### src/design/smm_pkg.sv
package smm_pkg;

  localparam int DEF_MAX_DIM = 8;
  localparam int DEF_ELEM_W  = 16;

  localparam int CFG_W      = 4;
  localparam int CFG_IDX_W  = 2;
  localparam int MODE_W     = 2;
  localparam int IDX_PORT_W = 3;
  localparam int VALUE_W    = 16;
  localparam int PROD_W     = 34;

  localparam logic [CFG_W-1:0] DIM_RESET = 4'd8;

  localparam logic [MODE_W-1:0] MODE_LOAD_A = 2'd0;
  localparam logic [MODE_W-1:0] MODE_LOAD_B = 2'd1;
  localparam logic [MODE_W-1:0] MODE_START  = 2'd2;

  localparam logic [CFG_IDX_W-1:0] REG_ROWS_A     = 2'd0;
  localparam logic [CFG_IDX_W-1:0] REG_INNER_SIZE = 2'd1;
  localparam logic [CFG_IDX_W-1:0] REG_COLS_B     = 2'd2;

  // control flags that travel with one A element down the chain
  typedef struct packed {
    logic valid;
    logic first;
    logic last;
  } smm_ctl_t;

endpackage

### src/design/smm_cell.sv
module smm_cell #(
  parameter int MAX_DIM = smm_pkg::DEF_MAX_DIM,
  parameter int ELEM_W  = smm_pkg::DEF_ELEM_W,
  parameter int IW      = 3,
  parameter int AW      = 2 * ELEM_W + 4
) (
  input  logic                     clk_i,
  input  logic                     rst_ni,
  input  logic                     b_we_i,
  input  logic [IW-1:0]            b_addr_i,
  input  logic signed [ELEM_W-1:0] b_data_i,
  input  smm_pkg::smm_ctl_t        ctl_i,
  input  logic signed [ELEM_W-1:0] a_i,
  input  logic [IW-1:0]            k_i,
  input  logic [IW-1:0]            row_i,
  output smm_pkg::smm_ctl_t        ctl_o,
  output logic signed [ELEM_W-1:0] a_o,
  output logic [IW-1:0]            k_o,
  output logic [IW-1:0]            row_o,
  output logic                     done_o,
  output logic signed [AW-1:0]     acc_o,
  output logic [IW-1:0]            res_row_o,
  output logic                     busy_o
);

  logic signed [ELEM_W-1:0]   bcol_q [MAX_DIM];
  smm_pkg::smm_ctl_t          ctl_q;
  logic signed [ELEM_W-1:0]   a_q;
  logic [IW-1:0]              k_q, row_q;
  logic signed [2*ELEM_W-1:0] prod_d, prod_q;
  logic                       pv_q, pfirst_q, plast_q;
  logic [IW-1:0]              prow_q, rrow_q;
  logic signed [AW-1:0]       acc_d, acc_q;
  logic                       done_q;

  // local column of B
  always_ff @(posedge clk_i) begin
    if (b_we_i) begin
      bcol_q[b_addr_i] <= b_data_i;
    end
  end

  assign prod_d = a_i * bcol_q[k_i];
  assign acc_d  = pfirst_q ? AW'(prod_q) : acc_q + AW'(prod_q);

  always_ff @(posedge clk_i or negedge rst_ni) begin
    if (!rst_ni) begin
      ctl_q  <= '0;
      pv_q   <= 1'b0;
      done_q <= 1'b0;
    end else begin
      ctl_q  <= ctl_i;
      pv_q   <= ctl_i.valid;
      done_q <= pv_q & plast_q;
    end
  end

  always_ff @(posedge clk_i) begin
    a_q      <= a_i;
    k_q      <= k_i;
    row_q    <= row_i;
    prod_q   <= prod_d;
    pfirst_q <= ctl_i.first;
    plast_q  <= ctl_i.last;
    prow_q   <= row_i;
    if (pv_q) begin
      acc_q  <= acc_d;
      rrow_q <= prow_q;
    end
  end

  assign ctl_o     = ctl_q;
  assign a_o       = a_q;
  assign k_o       = k_q;
  assign row_o     = row_q;
  assign done_o    = done_q;
  assign acc_o     = acc_q;
  assign res_row_o = rrow_q;
  assign busy_o    = ctl_q.valid | pv_q | done_q;

endmodule

### config.mk
export PLATFORM = sky130hd
export DESIGN_NAME = smm_cell
export DESIGN_NICKNAME = d
export VERILOG_FILES = /design/src/design/smm_pkg.sv /design/src/design/smm_cell.sv
export SDC_FILE = /design/constraint.sdc
export NUM_CORES = 1
export LEC_CHECK = 0
export ABC_AREA = 1
export BUFFER_PORTS_ARGS = -buffer_cell sky130_fd_sc_hd__buf_2
export CAP_MARGIN = 20
export CORE_UTILIZATION = 35
export DETAILED_ROUTE_END_ITERATION = 8
export HOLD_SLACK_MARGIN = 0.15
export PLACE_DENSITY = 0.53
export SLEW_MARGIN = 15
export SYNTH_ARGS = -nofsm -noshare
export SYNTH_HDL_FRONTEND = slang
export SYNTH_SLANG_ARGS = --single-unit
### constraint.sdc
create_clock -name clk_i -period 5.5 [get_ports clk_i]
set_clock_uncertainty 0.05 [all_clocks]
set_input_delay 1.1 -clock clk_i [delete_from_list [all_inputs] [get_ports clk_i]]
set_output_delay 1.1 -clock clk_i [all_outputs]
set_load 0.1 [all_outputs]
======== Word-level counts from Yosys, hierarchy flattened ========
Memories as Yosys holds them, arrays and structs flattened.
Cells that the tools add are included.
storage, ports and cells
  flip-flop bits (word level) ............. 99
  bits in latches ......................... 0
  bits in writable memories ............... 128
  ROM bits ................................ 0
  bits of input ports ..................... 47
  output and inout bits ................... 66
  word-level logic and storage cells ...... 20
  memories kept ........................... 1
operators by class
  add/subtract/negate cells ............... 1
  multiply operators ...................... 1
  divide/modulo/power cells ............... 0
  order comparisons ....................... 0
  equality and inequality tests ........... 0
  shifts and indexed selects .............. 0
  muxes and demuxes ....................... 3
  bitwise gates (word level) .............. 2
  reductions and logical operators ........ 0
memories
  memory  depth  width  rd ports  clocked after Yosys merged registers in  write ports  line            RTL
  bcol_q  8      16     1         0                                        1            smm_cell.sv:26  logic signed [ELEM_W-1:0] bcol_q [MAX_DIM];
operators by type and width
  operator                      count
  adder 36 x 32 -> 36 bit       1
  2-to-1 mux 36 bit             1
  multiplier 16 x 16 -> 32 bit  1
  2-to-1 mux 1 bit              2
  AND 1 bit                     1
  OR 1 bit                      1

======== Depth between registers and ports, before layout ========
  word-level depth ........................ 2
  depth in mapped cells ................... 31

======== Worst setup path after synthesis ========
OpenSTA, ideal clock, no wires.
  kind .................................... input to register
  start ................................... input port k_i[0]
  end ..................................... register prod_q[23]
  library setup time ...................... 0.127 ns
  arrival ................................. 6.571 ns
  data required time ...................... 5.323 ns
  setup slack ............................. -1.248 ns
  stages on the path ...................... 24
  cells stage by stage .................... buf_6 inv_6 buf_4 o21ai_0 o221ai_1 nand2_2 nor2_1 inv_1 fa_1 inv_1 fa_1 fa_1 fa_1 fa_1 inv_1 fa_1 inv_1 ha_1 a21oi_1 o21ai_0 o21bai_1 a21oi_1 o21ai_0 xor2_1
on the way
  cells in the longest elaborated chain, start to end .. 2
ends and longest elaborated chain
  item                          line            RTL
  start, declared               smm_cell.sv:14  input logic [IW-1:0] k_i,
  memory read (8 x 16 bit)      --
  multiplier 16 x 16 -> 32 bit  smm_cell.sv:43  assign prod_d = a_i * bcol_q[k_i];
  named net prod_d[23]          smm_cell.sv:30  logic signed [2*ELEM_W-1:0] prod_d, prod_q;
  end signal, assigned          smm_cell.sv:62  prod_q <= prod_d;
  end, declared                 smm_cell.sv:30
The timed path passes the listed nets, and every way through them passes these cells.
A chain may end at the register's enable or synchronous reset.

======== Worst setup path after layout ========
  start ................................... input port k_i[0]
  end ..................................... register prod_q[22]
Same word-level chain as after synthesis.

==> results.txt <==
----------------------------------------------------
[Place]
  Global placement routability congestion ... 0.9187
  Number of I/O port buffers ... 112
  Estimated wirelength of the detail-placed design ... 49,560 um
  Place WS ... -1648 ps
  Post-placement cell count ... 3,398

[Clock tree]
  Number of sinks on the clock net ... 227
  Cell at the root of the clock tree ... clkbuf_16
  Clock buffers created by TritonCTS ... 28
  Maximum level of the CTS H-tree ... 1
  TritonCTS clock tree ... built
  Clock transition at the registers of the reported paths ... 50 ps
  Clock latency reported for the late side of the worst-skew pair ... 600 ps
  Largest buffer count on any clock path ... 3

[Finish]
  Layout Cells excl Fill ... 3,523
  Layout cell share with drive strength beyond 1 ... 0.3096
  Fill cell total of the finished layout ... 5,585
  Number of nets at the end of the flow ... 3,163
  Diodes inserted ... 0
  Commonest cells after routing, fill and taps aside ... 427 x nand2_1, 398 x inv_1, 247 x buf_4, 239 x fa_1, 231 x nor2_1
  Most frequent standard cell in the layout excluding fill and tap cells ... nand2_1
  Layout Area Growth over Synthesis ... 32.96%

[Yosys]
  Post-synthesis register bit count ... 227
  Share of the synthesized area in the top cell type ... 0.2559
  Net count after synthesis ... 2,761
  Synth area leader ... fa_1
  Synthesized area per cell ... 8.816 um2
  Proportion of synthesized chip area in sequential cells ... 0.3031
  Netlist Area Pre-Place ... 0.02058 mm2
  Synth area leaders ... fa_1 26%, edfxtp_1 24%, nand2_1 8.7%
  Number of library cell types mapped by synthesis ... 43
  Synth Instances ... around 2,300
  Yosys Warn Count ... 0

[Global route]
  Number of global-route vias before repair ... 17,820
  Number of antenna violations at the first check in global routing ... 0
  Aggregate global routing overflow ... 0
  Global-route wire length before repair ... ~100,000 um
  Largest net degree at the start of global routing ... 43
  Combined global-route utilization of all metal layers ... 0.2109

[Timing]
  Maximum clock frequency ... 157.9 MHz
  Max-slew violation total from the final report ... 0
  Final count of hold timing violations ... 0
  Setup-failing EPs final ... 23
  Worst path setup slack after routing ... -831.4 ps
  Min Clock Period, post-route ... 6331 ps
  Unrepaired setup endpoints after global routing ... true
  Post-route fraction of the period consumed by the critical path ... 1.151
  Final TNS setup ... -14,530 ps
  Actual transition at the worst max-transition pin ... ~1000 ps
  Max-Slew Margin vs Limit ... 0.3012

[Die]
  Cell Rows ... 88
  I/O pin count ... approximately 110
  Area of the die ... 0.05977 mm2
  Height of the die ... 244.5 um
  Initial cell density of the core ... 0.3553
  Width of the die ... 244.5 um
  Core area ... 0.05792 mm2

[Status]
  Failing checks ... setup timing
  Outcome ... finished, violations left

[Route]
  Count of unresolved DRC violations after routing ... 0
  Via count normalized by instance count ... 4.782
  Drt initial violations ... approximately 1,000
  Routed len/inst ... between 15 and 20 um
  Number of nets still failing antenna checks after routing ... 0
  Met2 wire length ... 29,990 um
  Met3 wirelength from detailed routing ... 3196 um
  Total via count in the routed design ... 16,850
  Met1 Wirelength ... 27,370 um
  Routed WL ... 62,290 um
  Highest metal layer used by the detailed router ... met4
  Detailed Routing Iterations Pass 1 ... 5

[Setup path]
  Data required, critical path ... about 5900 ps
  Critical Path Fanout Max ... 6
  Crit-path slowest cell ... fa_1
  Worst setup path class ... input port to register
  Startpoint type of the worst setup path ... input port
  Cell count of the worst reg-to-reg path ... 25
  Buf/Inv on CP ... 12
  Type of element capturing the critical path ... register
  Critical Path Stages ... 29
  Worst path most repeated cell ... fa_1
  Highest cell delay on the worst timing path ... 600 ps
  Kind of cell adding the most delay to the critical path ... adder cells
  Arr. time, crit path ... 6770 ps

[Min path]
  Worst hold-check path type ... input port to asynchronous set/reset pin

[Job]
  Count of max-cap constraint violations ... 0

----------------------------------------------------
cell type report:
type | count | area [um2] | area share
Timing Repair Buffer | 427 | 3473 | 0.1270
Clock inverter | 19 | 274.0 | 0.01002
Sequential cell | 227 | 6237 | 0.2280
Multi-Input combinational cell | 1575 | 13760 | 0.5031
Clock buffer | 33 | 759.5 | 0.02776
Inverter | 474 | 1862 | 0.06805
Tap cell | 765 | 957.2 | 0.03499
Timing Repair inverter | 3 | 32.53 | 0.001189
cell usage after synthesis, drive strengths merged:
cell / instances
o221ai: 30
dfxtp: 56
clkinv: 6
o21bai: 13
buf: 42
clkbuf: 16
inv: 468
nor4: 1
fa: 263
edfxtp: 167
dfrtp: 4
nand3b: 6
nand3: 77
and3: 1
o21ai: 101
nand2b: 1
nor2: 307
a21boi: 1
nand2: 495
a21oi: 68
o21a: 1
xnor2: 14
nor3: 13
nand4: 16
o22ai: 2
or2: 9
xor2: 27
o211ai: 3
a31oi: 3
a21o: 6
ha: 117
routing by layer:
metal | global-route usage | vias to the layer above
li1 | - | 8066
met1 | 0.2785 | 8270
met2 | 0.3664 | 418
met3 | 0.02480 | 94
met4 | 0.05221 | 0
met5 | 0 | -
cells by family (layout without fill, tap and decap cells):
| kind of cell | count (synthesis) | after routing | synth area share |
|---|---|---|---|
| adder cells (fa/ha/maj) | 380 | 380 | 0.3270 |
| XOR/XNOR | 41 | 41 | 0.01745 |
| buffers and inverters | 532 | 956 | 0.1043 |
| flip-flops | 227 | 227 | 0.3031 |
| AO/OA/AOI/OAI | 228 | 228 | 0.06470 |
| AND/OR/NAND/NOR | 926 | 926 | 0.1835 |
flip-flops by register name, indices dropped and copies added (netlist names):
register   flops
pv_q           1
plast_q        1
a_o           16
ctl_o          2
res_row_o      3
done_o         1
pfirst_q       1
bcol_q       128
k_o            3
prod_q        32
acc_o         36
prow_q         3
path summary, 6_finish.rpt:
kind / slack (ps) / from / to
hold / removal: 280 / rst_ni / ctl_o[1]
setup / recovery: -830 / k_i[0] / prod_q[22]
max in group asynchronous: 5000 / rst_ni / pv_q
min in group clk_i: 360 / plast_q / done_o
hold reg to reg: 360 / plast_q / done_o
setup reg to reg: -320 / bcol_q[6][11] / prod_q[22]
timing repair:
action,4_1_cts,5_1_grt
hold buffers,0,0
buffers inserted,39,31
gates cloned,5,2
endpoints found under the setup margin,24,24
pin swaps,88,103
resized for setup,234,193
through the flow:
step / instance area [um2] / hold slack (ps) / util
floorplan: 21040 / 346.0 / -
finish: 27360 / 275.0 / 0.4724
detailed placement: 24210 / 356.7 / 0.4180
global route: 27360 / 261.6 / 0.4724
CTS: 26360 / 246.6 / 0.4551
global placement: 24210 / 351.3 / 0.4180
Power is not shown: default switching activity piles up to over one toggle a cycle in this logic, so the estimate is an artifact.
